--- config.mk ---
export PLATFORM = sky130hd
export DESIGN_NAME = pid_controller_pos_delta
export DESIGN_NICKNAME = d
export VERILOG_FILES = /design/src/rtl/core/pidpd_pkg.sv /design/src/rtl/core/pid_controller_pos_delta.sv /design/src/rtl/core/pidpd_regs.sv /design/src/rtl/core/pidpd_law.sv
export SDC_FILE = /design/constraint.sdc
export NUM_CORES = 2
export LEC_CHECK = 0
export BUFFER_PORTS_ARGS = -buffer_cell sky130_fd_sc_hd__buf_2
export CAP_MARGIN = 20
export CORE_AREA = 5 5 341 343
export CTS_CLUSTER_DIAMETER = 50
export CTS_CLUSTER_SIZE = 14
export DETAILED_ROUTE_END_ITERATION = 8
export DIE_AREA = 0 0 346 348
export GPL_TIMING_DRIVEN = 0
export PLACE_DENSITY_LB_ADDON = 0.1
export SLEW_MARGIN = 0
export SYNTH_ARGS = -nofsm -noshare
export SYNTH_HDL_FRONTEND = slang
export SYNTH_SLANG_ARGS = --single-unit
--- constraint.sdc ---
create_clock -name clk -period 46.7 [get_ports clk]
set_input_delay 2.335 -clock clk [delete_from_list [all_inputs] [get_ports clk]]
set_output_delay 2.335 -clock clk [all_outputs]
set_load 0.02 [all_outputs]
--- src/rtl/core/pidpd_pkg.sv ---
package pidpd_pkg;

    localparam int SAMPLE_W  = 16;
    localparam int GAIN_W    = 16;
    localparam int GAIN_FRAC = 8;
    localparam int LIMIT_W   = 16;
    localparam int INT_W     = 16;

    localparam int ERR_W   = SAMPLE_W + 1;
    localparam int DIFF1_W = ERR_W + 1;
    localparam int DIFF2_W = ERR_W + 2;

    localparam int PROD_P_W = GAIN_W + DIFF1_W;
    localparam int PROD_I_W = GAIN_W + ERR_W;
    localparam int PROD_D_W = GAIN_W + DIFF2_W;

    localparam int TERM_P_W = PROD_P_W - GAIN_FRAC;
    localparam int TERM_I_W = PROD_I_W - GAIN_FRAC;
    localparam int TERM_D_W = PROD_D_W - GAIN_FRAC;
    localparam int SUM_W    = TERM_D_W + 3;

    localparam int APB_AW = 5;
    localparam int APB_DW = 32;

    localparam logic signed [LIMIT_W-1:0] UPPER_RESET = 16'sh7FFF;
    localparam logic signed [LIMIT_W-1:0] LOWER_RESET = 16'sh8000;

    typedef enum logic [2:0] {
        REG_LOOP_MODE   = 3'd0,
        REG_GAIN_P      = 3'd1,
        REG_GAIN_I      = 3'd2,
        REG_GAIN_D      = 3'd3,
        REG_DEAD_ZONE   = 3'd4,
        REG_UPPER_LIMIT = 3'd5,
        REG_LOWER_LIMIT = 3'd6
    } pidpd_reg_t;

    typedef enum logic {
        MODE_POSITIONAL = 1'b0,
        MODE_DELTA      = 1'b1
    } pidpd_mode_t;

    typedef struct packed {
        pidpd_mode_t               loop_mode;
        logic [GAIN_W-1:0]         gain_p;
        logic [GAIN_W-1:0]         gain_i;
        logic [GAIN_W-1:0]         gain_d;
        logic [SAMPLE_W-1:0]       dead_zone;
        logic [LIMIT_W-1:0]        upper_limit;
        logic [LIMIT_W-1:0]        lower_limit;
    } pidpd_cfg_t;

endpackage

--- src/rtl/core/pid_controller_pos_delta.sv ---
// PID controller, positional or incremental (delta) form, Q8.8 gains.
// Request channel: in_valid / in_stall with setpoint and feedback. A request
// is taken at a rising edge where in_valid is high and in_stall is low.
// Result channel: out_valid / out_stall with drive, one result per request,
// in request order. The result is taken where out_valid is high and
// out_stall is low.
// From acceptance to out_valid a request passes one input register, then the
// error, three parallel gain multiplies, the sums and the limit clamps in one
// combinational pass into the output register.
// Throughput is one request per cycle while out_stall is low. The controller
// state (error history, integral, held drive) updates as a request moves into
// the output register, so the next request sees it without a bubble.
// When the receiver stalls, the output holds and one more request can wait in
// the input register; in_stall rises only while both registers are full.
// Reset clears the pipeline, the error history, the integral and the held
// drive, and loads the register defaults (positional mode, zero gains and
// deadband, full-scale limits). Configure over APB only while idle.
module pid_controller_pos_delta (
    input  logic                                  clk,
    input  logic                                  rst_n,
    input  logic                                  in_valid,
    output logic                                  in_stall,
    input  logic signed [pidpd_pkg::SAMPLE_W-1:0] setpoint,
    input  logic signed [pidpd_pkg::SAMPLE_W-1:0] feedback,
    output logic                                  out_valid,
    input  logic                                  out_stall,
    output logic signed [pidpd_pkg::SAMPLE_W-1:0] drive,
    input  logic                                  psel,
    input  logic                                  penable,
    input  logic                                  pwrite,
    input  logic [pidpd_pkg::APB_AW-1:0]          paddr,
    input  logic [pidpd_pkg::APB_DW-1:0]          pwdata,
    output logic [pidpd_pkg::APB_DW-1:0]          prdata,
    output logic                                  pready
);
    import pidpd_pkg::*;

    pidpd_cfg_t                 cfg;
    logic                       in_valid_reg, in_valid_next;
    logic signed [SAMPLE_W-1:0] setpoint_reg;
    logic signed [SAMPLE_W-1:0] feedback_reg;
    logic                       out_valid_reg, out_valid_next;
    logic signed [SAMPLE_W-1:0] drive_reg;
    logic signed [SAMPLE_W-1:0] drive_calc;
    logic                       out_free;
    logic                       take;
    logic                       step;

    pidpd_regs u_regs (
        .clk     (clk),
        .rst_n   (rst_n),
        .psel    (psel),
        .penable (penable),
        .pwrite  (pwrite),
        .paddr   (paddr),
        .pwdata  (pwdata),
        .prdata  (prdata),
        .pready  (pready),
        .cfg     (cfg)
    );

    pidpd_law u_law (
        .clk      (clk),
        .rst_n    (rst_n),
        .step     (step),
        .cfg      (cfg),
        .setpoint (setpoint_reg),
        .feedback (feedback_reg),
        .drive    (drive_calc)
    );

    assign out_free = !out_valid_reg || !out_stall;
    assign step     = in_valid_reg && out_free;
    assign in_stall = in_valid_reg && !out_free;
    assign take     = in_valid && !in_stall;

    assign out_valid = out_valid_reg;
    assign drive     = drive_reg;

    always_comb
    begin
        in_valid_next = in_valid_reg;
        if (take)
            in_valid_next = 1'b1;
        else if (step)
            in_valid_next = 1'b0;

        out_valid_next = out_valid_reg;
        if (step)
            out_valid_next = 1'b1;
        else if (!out_stall)
            out_valid_next = 1'b0;
    end

    always_ff @(posedge clk or negedge rst_n)
    begin
        if (!rst_n)
        begin
            in_valid_reg  <= 1'b0;
            out_valid_reg <= 1'b0;
        end
        else
        begin
            in_valid_reg  <= in_valid_next;
            out_valid_reg <= out_valid_next;
        end
    end

    always_ff @(posedge clk)
    begin
        if (take)
        begin
            setpoint_reg <= setpoint;
            feedback_reg <= feedback;
        end
        if (step)
            drive_reg <= drive_calc;
    end

endmodule

--- src/rtl/core/pidpd_regs.sv ---
module pidpd_regs (
    input  logic                          clk,
    input  logic                          rst_n,
    input  logic                          psel,
    input  logic                          penable,
    input  logic                          pwrite,
    input  logic [pidpd_pkg::APB_AW-1:0]  paddr,
    input  logic [pidpd_pkg::APB_DW-1:0]  pwdata,
    output logic [pidpd_pkg::APB_DW-1:0]  prdata,
    output logic                          pready,
    output pidpd_pkg::pidpd_cfg_t         cfg
);
    import pidpd_pkg::*;

    pidpd_cfg_t cfg_reg;
    pidpd_cfg_t cfg_next;
    pidpd_reg_t reg_sel;
    logic       wr_en;

    assign pready  = 1'b1;
    assign reg_sel = pidpd_reg_t'(paddr[APB_AW-1:2]);
    assign wr_en   = psel && penable && pwrite && pready;
    assign cfg     = cfg_reg;

    always_comb
    begin
        cfg_next = cfg_reg;
        if (wr_en)
        begin
            unique case (reg_sel)
                REG_LOOP_MODE:   cfg_next.loop_mode   = pidpd_mode_t'(pwdata[0]);
                REG_GAIN_P:      cfg_next.gain_p      = pwdata[GAIN_W-1:0];
                REG_GAIN_I:      cfg_next.gain_i      = pwdata[GAIN_W-1:0];
                REG_GAIN_D:      cfg_next.gain_d      = pwdata[GAIN_W-1:0];
                REG_DEAD_ZONE:   cfg_next.dead_zone   = pwdata[SAMPLE_W-1:0];
                REG_UPPER_LIMIT: cfg_next.upper_limit = pwdata[LIMIT_W-1:0];
                REG_LOWER_LIMIT: cfg_next.lower_limit = pwdata[LIMIT_W-1:0];
                default:         cfg_next = cfg_reg;
            endcase
        end
    end

    always_comb
    begin
        unique case (reg_sel)
            REG_LOOP_MODE:   prdata = APB_DW'(cfg_reg.loop_mode);
            REG_GAIN_P:      prdata = APB_DW'(cfg_reg.gain_p);
            REG_GAIN_I:      prdata = APB_DW'(cfg_reg.gain_i);
            REG_GAIN_D:      prdata = APB_DW'(cfg_reg.gain_d);
            REG_DEAD_ZONE:   prdata = APB_DW'(cfg_reg.dead_zone);
            REG_UPPER_LIMIT: prdata = APB_DW'(cfg_reg.upper_limit);
            REG_LOWER_LIMIT: prdata = APB_DW'(cfg_reg.lower_limit);
            default:         prdata = '0;
        endcase
    end

    always_ff @(posedge clk or negedge rst_n)
    begin
        if (!rst_n)
        begin
            cfg_reg.loop_mode   <= MODE_POSITIONAL;
            cfg_reg.gain_p      <= '0;
            cfg_reg.gain_i      <= '0;
            cfg_reg.gain_d      <= '0;
            cfg_reg.dead_zone   <= '0;
            cfg_reg.upper_limit <= UPPER_RESET;
            cfg_reg.lower_limit <= LOWER_RESET;
        end
        else
        begin
            cfg_reg <= cfg_next;
        end
    end

endmodule

--- src/rtl/core/pidpd_law.sv ---
module pidpd_law (
    input  logic                                clk,
    input  logic                                rst_n,
    input  logic                                step,
    input  pidpd_pkg::pidpd_cfg_t               cfg,
    input  logic signed [pidpd_pkg::SAMPLE_W-1:0] setpoint,
    input  logic signed [pidpd_pkg::SAMPLE_W-1:0] feedback,
    output logic signed [pidpd_pkg::SAMPLE_W-1:0] drive
);
    import pidpd_pkg::*;

    logic signed [ERR_W-1:0]    error_now_reg, error_now_next;
    logic signed [ERR_W-1:0]    error_prev_reg, error_prev_next;
    logic signed [INT_W-1:0]    integral_reg, integral_next;
    logic signed [SAMPLE_W-1:0] held_reg, held_next;

    logic signed [GAIN_W-1:0]   gain_p, gain_i, gain_d;
    logic signed [LIMIT_W-1:0]  upper, lower;
    logic signed [ERR_W-1:0]    err;
    logic [ERR_W-1:0]           mag;
    logic                       active;
    logic signed [DIFF1_W-1:0]  diff1;
    logic signed [DIFF2_W-1:0]  diff2;
    logic signed [DIFF1_W-1:0]  op_p;
    logic signed [DIFF2_W-1:0]  op_d;
    logic signed [PROD_P_W-1:0] prod_p;
    logic signed [PROD_I_W-1:0] prod_i;
    logic signed [PROD_D_W-1:0] prod_d;
    logic signed [TERM_P_W-1:0] term_p;
    logic signed [TERM_I_W-1:0] term_i;
    logic signed [TERM_D_W-1:0] term_d;
    logic signed [SUM_W-1:0]    integ_sum;
    logic signed [INT_W-1:0]    integ_clamped;
    logic signed [INT_W-1:0]    integ_sat;
    logic signed [TERM_I_W-1:0] i_sel;
    logic signed [SUM_W-1:0]    total;
    logic signed [SAMPLE_W-1:0] drive_new;

    // min against the ceiling, then max against the floor: crossed limits give the floor
    function automatic logic signed [LIMIT_W-1:0] clamp_lim(
        input logic signed [SUM_W-1:0]   x,
        input logic signed [LIMIT_W-1:0] hi,
        input logic signed [LIMIT_W-1:0] lo
    );
        logic signed [SUM_W-1:0] t;
        begin
            t = x;
            if (t > SUM_W'(hi))
                t = SUM_W'(hi);
            if (t < SUM_W'(lo))
                t = SUM_W'(lo);
            clamp_lim = t[LIMIT_W-1:0];
        end
    endfunction

    assign gain_p = $signed(cfg.gain_p);
    assign gain_i = $signed(cfg.gain_i);
    assign gain_d = $signed(cfg.gain_d);
    assign upper  = $signed(cfg.upper_limit);
    assign lower  = $signed(cfg.lower_limit);

    assign err    = ERR_W'(setpoint) - ERR_W'(feedback);
    assign mag    = err[ERR_W-1] ? ERR_W'(-err) : ERR_W'(err);
    assign active = mag > {1'b0, cfg.dead_zone};

    assign diff1 = DIFF1_W'(err) - DIFF1_W'(error_now_reg);
    assign diff2 = DIFF2_W'(err) - (DIFF2_W'(error_now_reg) <<< 1) + DIFF2_W'(error_prev_reg);

    // share one multiplier per term between the two modes
    assign op_p = (cfg.loop_mode == MODE_DELTA) ? diff1 : DIFF1_W'(err);
    assign op_d = (cfg.loop_mode == MODE_DELTA) ? diff2 : DIFF2_W'(diff1);

    assign prod_p = PROD_P_W'(gain_p) * PROD_P_W'(op_p);
    assign prod_i = PROD_I_W'(gain_i) * PROD_I_W'(err);
    assign prod_d = PROD_D_W'(gain_d) * PROD_D_W'(op_d);

    // drop the fraction bits: arithmetic shift, rounds toward minus infinity
    assign term_p = prod_p[PROD_P_W-1:GAIN_FRAC];
    assign term_i = prod_i[PROD_I_W-1:GAIN_FRAC];
    assign term_d = prod_d[PROD_D_W-1:GAIN_FRAC];

    assign integ_sum     = SUM_W'(integral_reg) + SUM_W'(term_i);
    assign integ_clamped = clamp_lim(integ_sum, upper, lower);

    always_comb
    begin
        if (term_i > TERM_I_W'(16'sh7FFF))
            integ_sat = 16'sh7FFF;
        else if (term_i < TERM_I_W'(16'sh8000))
            integ_sat = 16'sh8000;
        else
            integ_sat = term_i[INT_W-1:0];
    end

    assign i_sel = (cfg.loop_mode == MODE_DELTA) ? term_i : TERM_I_W'(integ_clamped);
    assign total = SUM_W'(term_p) + SUM_W'(i_sel) + SUM_W'(term_d);
    assign drive_new = clamp_lim(total, upper, lower);

    always_comb
    begin
        error_now_next  = error_now_reg;
        error_prev_next = error_prev_reg;
        integral_next   = integral_reg;
        held_next       = held_reg;
        if (step)
        begin
            error_prev_next = error_now_reg;
            error_now_next  = err;
            if (active)
            begin
                integral_next = (cfg.loop_mode == MODE_DELTA) ? integ_sat : integ_clamped;
                held_next     = drive_new;
            end
        end
    end

    assign drive = active ? drive_new : held_reg;

    always_ff @(posedge clk or negedge rst_n)
    begin
        if (!rst_n)
        begin
            error_now_reg  <= '0;
            error_prev_reg <= '0;
            integral_reg   <= '0;
            held_reg       <= '0;
        end
        else
        begin
            error_now_reg  <= error_now_next;
            error_prev_reg <= error_prev_next;
            integral_reg   <= integral_next;
            held_reg       <= held_next;
        end
    end

endmodule

**Word level (Yosys, flattened, before mapping)**

Cells that the tools add are included.
W data, S select, Z words.

- Register bits after elaboration: 213
- Word-level logic and storage cells: 78
- Input port bits: 76
- Output and inout port bits: 51

- Eq/ne operators: 7
- Reductions and logical operators: 20
- $lt $le $gt $ge: 7
- Multipliers: 3
- Add/sub/neg operators: 8
- Mux-type cells: 17

Operators by type and width:

| operator | number |
|---|---|
| $pmux W16 S7 | 1 |
| $mux W16 | 6 |
| $lt A30 B16 Y1 | 2 |
| $mux W30 | 2 |
| $mul A16 B19 Y35 | 1 |
| $mul A16 B18 Y34 | 1 |
| $mul A16 B17 Y33 | 1 |
| $gt A30 B16 Y1 | 1 |
| $add A27 B27 Y28 | 1 |
| $add A26 B25 Y27 | 1 |
| $add A16 B25 Y26 | 1 |
| $gt A26 B16 Y1 | 1 |
| $gt A25 B16 Y1 const B | 1 |
| $lt A25 B16 Y1 const B | 1 |
| $mux W25 | 1 |
| $add A19 B17 Y19 | 1 |
| $mux W19 | 1 |
| $sub A17 B18 Y19 | 1 |
| $mux W18 | 1 |
| $sub A17 B17 Y18 | 1 |
| $gt A17 B16 Y1 | 1 |
| $mux W17 | 1 |
| $neg A17 Y17 | 1 |
| $sub A16 B16 Y17 | 1 |
| other kinds (11) | 31 |

**Logic depth before layout (Yosys ltp)**

- Word-level depth: 15
- Depth in mapped cells: 108
- Mapped depth without buffers: 101

**Modules after synthesis**

Synthesis repeated with hierarchy kept, for this count alone.

- Cells, all modules: 5340
- Area, all modules: 50294.5 um^2

Modules (own cells, without submodules):

| module | sequential area each (um^2) | area an instance (um^2) | times used | cells each |
|---|---|---|---|---|
| pidpd_law | 1651.6 | 44064.8 | 1 | 4941 |
| pidpd_regs | 2447.3 | 4695.8 | 1 | 343 |
| pid_controller_pos_delta | 1491.4 | 1534.0 | 1 | 56 |

**Worst setup path after synthesis**

No wires, ideal clock.

- Path type: reg2reg
- Start point: register setpoint_reg[0]
- End point: register drive_reg[10], in the netlist drive[10] (data pin)
- Arrival time: 21895 ps
- Library setup time: 260 ps
- Stages on the path, launching flop included: 107
- Required time: 46440 ps
- Path buffers: 7
- Period minus slack after synthesis: 22155 ps
- Slack: 24545 ps
- Cell sequence: edfxtp_1 > inv_1 > ha_1 > inv_1 > fa_1 > a211oi_1 > o21ai_0 > a21oi_1 > o21ai_0 > o311ai_0 > a211oi_1 > o21a_1 > inv_1 > buf_1 > nand2_1 > inv_1 > fa_1 > inv_1 > (+71 left out) > nor2_1 > clkbuf_1 > nand2_1 > o21ai_0 > ha_1 > a21o_1 > a21o_1 > a21o_1 > a21o_1 > a21o_1 > a21o_1 > a21oi_1 > a211oi_1 > a22o_1 > a21oi_1 > clkbuf_1 > mux2_2 > mux2_2

- Longest elaborated chain between the ends: 15
- Elaborated cells between the ends (all ways): 25
- Those cells by class: add/sub (8); mul (3); order compare (5); mux (9)

RTL lines:

| item | line | text |
|---|---|---|
| start, declared | pid_controller_pos_delta.sv:40 | `logic signed [SAMPLE_W-1:0] setpoint_reg;` |
| start signal, assigned | pid_controller_pos_delta.sv:113 | `setpoint_reg <= setpoint;` |
| $sub A16 B16 Y17 * | pidpd_law.sv:62 | `assign err = ERR_W'(setpoint) - ERR_W'(feedback);` |
| net u_law.err[16] | pidpd_law.sv:19 | `logic signed [ERR_W-1:0] err;` |
| $mul A16 B17 Y33 | pidpd_law.sv:74 | `assign prod_i = PROD_I_W'(gain_i) * PROD_I_W'(err);` |
| $add A16 B25 Y26 | pidpd_law.sv:82 | `assign integ_sum = SUM_W'(integral_reg) + SUM_W'(term_i);` |
| $gt A26 B16 Y1 | pidpd_law.sv:48 | `if (t > SUM_W'(hi))` |
| $mux W30 | pidpd_law.sv:48 |  |
| $lt A30 B16 Y1 | pidpd_law.sv:50 | `if (t < SUM_W'(lo))` |
| $mux W16 | pidpd_law.sv:50 |  |
| $mux W25 | pidpd_law.sv:95 | `assign i_sel = (cfg.loop_mode == MODE_DELTA) ? term_i : TERM_I_W'(integ_clamped);` |
| $add A26 B25 Y27 | pidpd_law.sv:96 | `assign total = SUM_W'(term_p) + SUM_W'(i_sel) + SUM_W'(term_d);` |
| $add A27 B27 Y28 | pidpd_law.sv:96 |  |
| $gt A30 B16 Y1 | pidpd_law.sv:48 |  |
| $mux W30 | pidpd_law.sv:48 |  |
| $lt A30 B16 Y1 | pidpd_law.sv:50 |  |
| $mux W16 | pidpd_law.sv:50 |  |
| $mux W16 * | pidpd_law.sv:117 | `assign drive = active ? drive_new : held_reg;` |
| net drive_calc[10] | pid_controller_pos_delta.sv:44 | `logic signed [SAMPLE_W-1:0] drive_calc;` |
| end signal, assigned | pid_controller_pos_delta.sv:117 | `drive_reg <= drive_calc;` |
| end, declared | pid_controller_pos_delta.sv:43 | `logic signed [SAMPLE_W-1:0] drive_reg;` |

The timed path passes the listed nets; every way through them passes the cells marked *.
A chain may end at the register's enable or synchronous reset.

**Worst setup path in the final report**

- Start point: register setpoint_reg[0]
- End point: register drive_reg[6], in the netlist drive[6] (data pin)

Same word-level chain as after synthesis.

==> PnR_summary.wiki <==
{| class="wikitable"
! Metric !! Value
|-
| Layout fillers || about 11000
|-
| Critical path's slowest cell || o21ai_1
|-
| Area fraction of the dominant cell type after synthesis || 36.2%
|-
| Cell Area, Synth || between 50000 and 60000 um2
|-
| Clk pin slew, worst setup/hold paths || approximately 0.07 ns
|-
| Pre-Repair DR Iteration Count || 5
|-
| Number of cells on the worst hold path || 2
|-
| Synth warn || 0
|-
| Buf+Inv Stages, Crit Path || 11
|-
| Top post-synthesis cells by count || 1112 x inv_1, 909 x fa_1, 688 x nand2_1
|-
| Dominant synthesized flop cell || dfrtp_1
|-
| Max FFs per register || between 90 and 100
|-
| Final period demand of the worst path || 28.71 ns
|-
| Maximum number of pins on one net before global-route repair || 90
|-
| Number of pins exceeding their max-slew limit in the final report || 0
|-
| Height of the die || ~350 um
|-
| Share of synthesized area occupied by flip-flops and latches || 11.1%
|-
| Post-DR wirelength/cell || ~23 um
|-
| Required arrival time at the worst endpoint || roughly 47 ns
|-
| Final weighted congestion of routability-driven global placement || slightly below 1
|-
| Hold buffer count at CTS || 0
|-
| Total track usage || about 28%
|-
| Area Overhead vs Synth || 7.43%
|-
| Crit Path Class || flip-flop to flip-flop
|-
| Worst setup skew after layout || roughly 0.023 ns
|-
| Hold-critical path endpoint || u_law.error_now_reg[13]
|-
| Number of DRC markers in iteration 0 || slightly below 3000
|-
| EDFF count, synth || 48
|-
| Fraction of final layout cells with drive strength greater than 1 || about 7.0%
|-
| Share of synthesized registers carrying an async set or reset || between 70 and 80%
|-
| Maximum frequency from static timing analysis || 0.0348 GHz
|-
| Number of remaining DRC errors || 0
|-
| Post-Synthesis Cells || between 5000 and 6000
|-
| Clock latency at the later pin of the worst-skew pair || between 0.6 and 0.7 ns
|-
| Worst-Margin Slew || about 1.3 ns
|-
| Number of primary I/O pins || between 100 and 150
|-
| CTS Sinks || roughly 210
|-
| H-tree lvl count || 1
|-
| Number of register bits inferred by synthesis || 213
|-
| Final worst path period share || roughly 61%
|-
| RSZ-0062 raised after global routing || no
|-
| Deepest clock path buffer count || 3
|-
| Slew headroom || about 14%
|-
| Worst-case reg-to-reg path depth || 97
|-
| Syn Area/Cell || slightly above 9 um2
|-
| Number of port buffers || 91
|-
| Most area-hungry cell type in the Yosys netlist || fa_1
|-
| Element type at the critical path end || flip-flop
|-
| Top fanout value on the critical path || 11
|-
| Biggest cell delay along the critical path || ~0.84 ns
|-
| Max-cap violations || 0
|-
| CORE AREA || ~110000 um2
|-
| Ratio of routed vias to standard cells || 5.41
|-
| Startpoint of the worst-slack reg-to-reg timing path || setpoint_reg[0]
|-
| Number of antenna violations at the first check in global routing || 11
|-
| TritonCTS Buffers || 31
|-
| Top cells by area, synth || fa_1 36%, ha_1 12%, inv_1 8.3%
|-
| Register-to-Register Setup Slack || 17.99 ns
|-
| Total negative slack || 0 ns
|-
| CTS Root Buffer Type || clkbuf_16
|-
| Hold Crit Class || flip-flop to flip-flop
|-
| Layout Nets || roughly 7100
|-
| Total of endpoints with negative setup slack in the final report || 0
|-
| Post-DP HPWL || 143000 um
|-
| Nature of the critical path startpoint || flip-flop
|-
| Number of placement rows || roughly 120
|-
| Hold Vio Cnt, Final || 0
|-
| Total overflow reported by the global router || 0
|-
| Result of the run || finished clean
|-
| Cts repair resizes || 0
|-
| Number of buffers inserted by post-CTS setup repair || 0
|-
| Die extent in x || ~350 um
|-
| Total stage count of the critical path || 97
|-
| Post-synthesis cell type count || 84
|-
| Worst EP arrival || approximately 29 ns
|-
| Number of nets with antenna violations after detailed routing || 0
|-
| Starting density of the core || roughly 44%
|-
| Worst hold path startpoint || u_law.error_now_reg[13]
|-
| Sum of routed wire length over all layers || ~170000 um
|-
| Total via count in the routed design || ~39000
|-
| CP delay by family, top || compound AO/OA/AOI/OAI gates
|-
| Die footprint || ~120000 um2
|-
| Via count of the first global-routing pass || slightly above 40000
|-
| Most common cell in the netlist || inv_1
|-
| Capturing point of the worst reg2reg path || drive[6]
|-
| Wire length of the first global-routing pass || 257000 um
|-
| TritonCTS clock tree || yes
|}
through the flow:
step	hold WS (ns)	util, %	setup slack (ns)	std cells	instance area, um2
CTS	0.486	47.6	18.39	7220	53900
floorplan	0.450	-	24.55	5549	50300
detailed placement	0.471	46.6	18.55	7162	52800
global route	0.516	47.6	16.55	7224	54000
finish	0.484	47.6	17.99	7226	54000
global placement	0.466	46.5	18.37	7152	52600
layout by cell type (no fill, tap or decap), types with 142 or more instances in the layout:
master    synthesis  routed
clkbuf_1        194     195
mux2_2          142     142
xnor2_1         143     143
a21oi_1         187     187
inv_1          1112    1112
ha_1            477     477
o21ai_0         199     197
and2_1          294     294
nand2_1         688     688
fa_1            909     909
nor2_1          202     202
dfrtp_1         149     149
kinds of logic (layout without fill, tap and decap cells):
| logic type | count (synthesis) | after routing | synth area share [%] |
|---|---|---|---|
| other | 2 | 19 | 0.0150 |
| muxes | 161 | 161 | 3.59 |
| xor gates and xnor gates | 197 | 197 | 3.43 |
| DFF | 213 | 213 | 11.1 |
| AOI/OAI and AO/OA | 729 | 729 | 9.34 |
| adders and majority gates | 1389 | 1389 | 48.2 |
| and+or+nand+nor | 1498 | 1498 | 14.1 |
| buffers and inverters | 1345 | 1508 | 10.2 |
cell type report:
class | count | area (um2) | area share [%]
Clock buffer | 37 | 850 | 1.57
Buffer | 232 | 947 | 1.76
Multi-Input combinational cell | 3991 | 39600 | 73.4
Inverter | 1113 | 4180 | 7.74
Timing Repair Buffer | 105 | 606 | 1.12
Clock inverter | 21 | 290 | 0.538
Tap cell | 1512 | 1890 | 3.51
Sequential cell | 213 | 5590 | 10.4
Antenna cell | 2 | 5.00 | 0.00927
worst max-delay path by stage:
stage / startpoint / to / slack (ns)
6_report: setpoint_reg[0] / drive[6] / 17.99
5_1_grt: setpoint_reg[0] / drive[6] / 16.55
4_1_cts: setpoint_reg[0] / drive[6] / 18.39
3_5_place_dp: setpoint_reg[0] / drive[6] / 18.55
3_3_place_gp: setpoint_reg[0] / drive[6] / 18.37
2_1_floorplan: setpoint_reg[0] / drive[10] / 24.55
routing by layer:
layer  wire length (um)  vias up  global-route usage (%)
li1                   -    17639                       -
met1              74200    19937                    39.9
met2              76700     1240                    44.9
met3              10700      256                    3.61
met4               7240        4                    9.83
met5                 27        -                       0
worst register-to-register path: cells and delay by family (launching register included):
| kind | cells | cell delay (ns) |
|---|---|---|
| xor+xnor | 3 | 1.16 |
| simple gates | 14 | 3.11 |
| compound gates | 50 | 12.57 |
| buf+inv | 11 | 3.64 |
| fa+ha+maj | 17 | 6.93 |
| flops | 1 | 0.35 |
| mux | 2 | 0.75 |
Power is not shown: default switching activity piles up to over one toggle a cycle in this logic, so the estimate is an artifact.
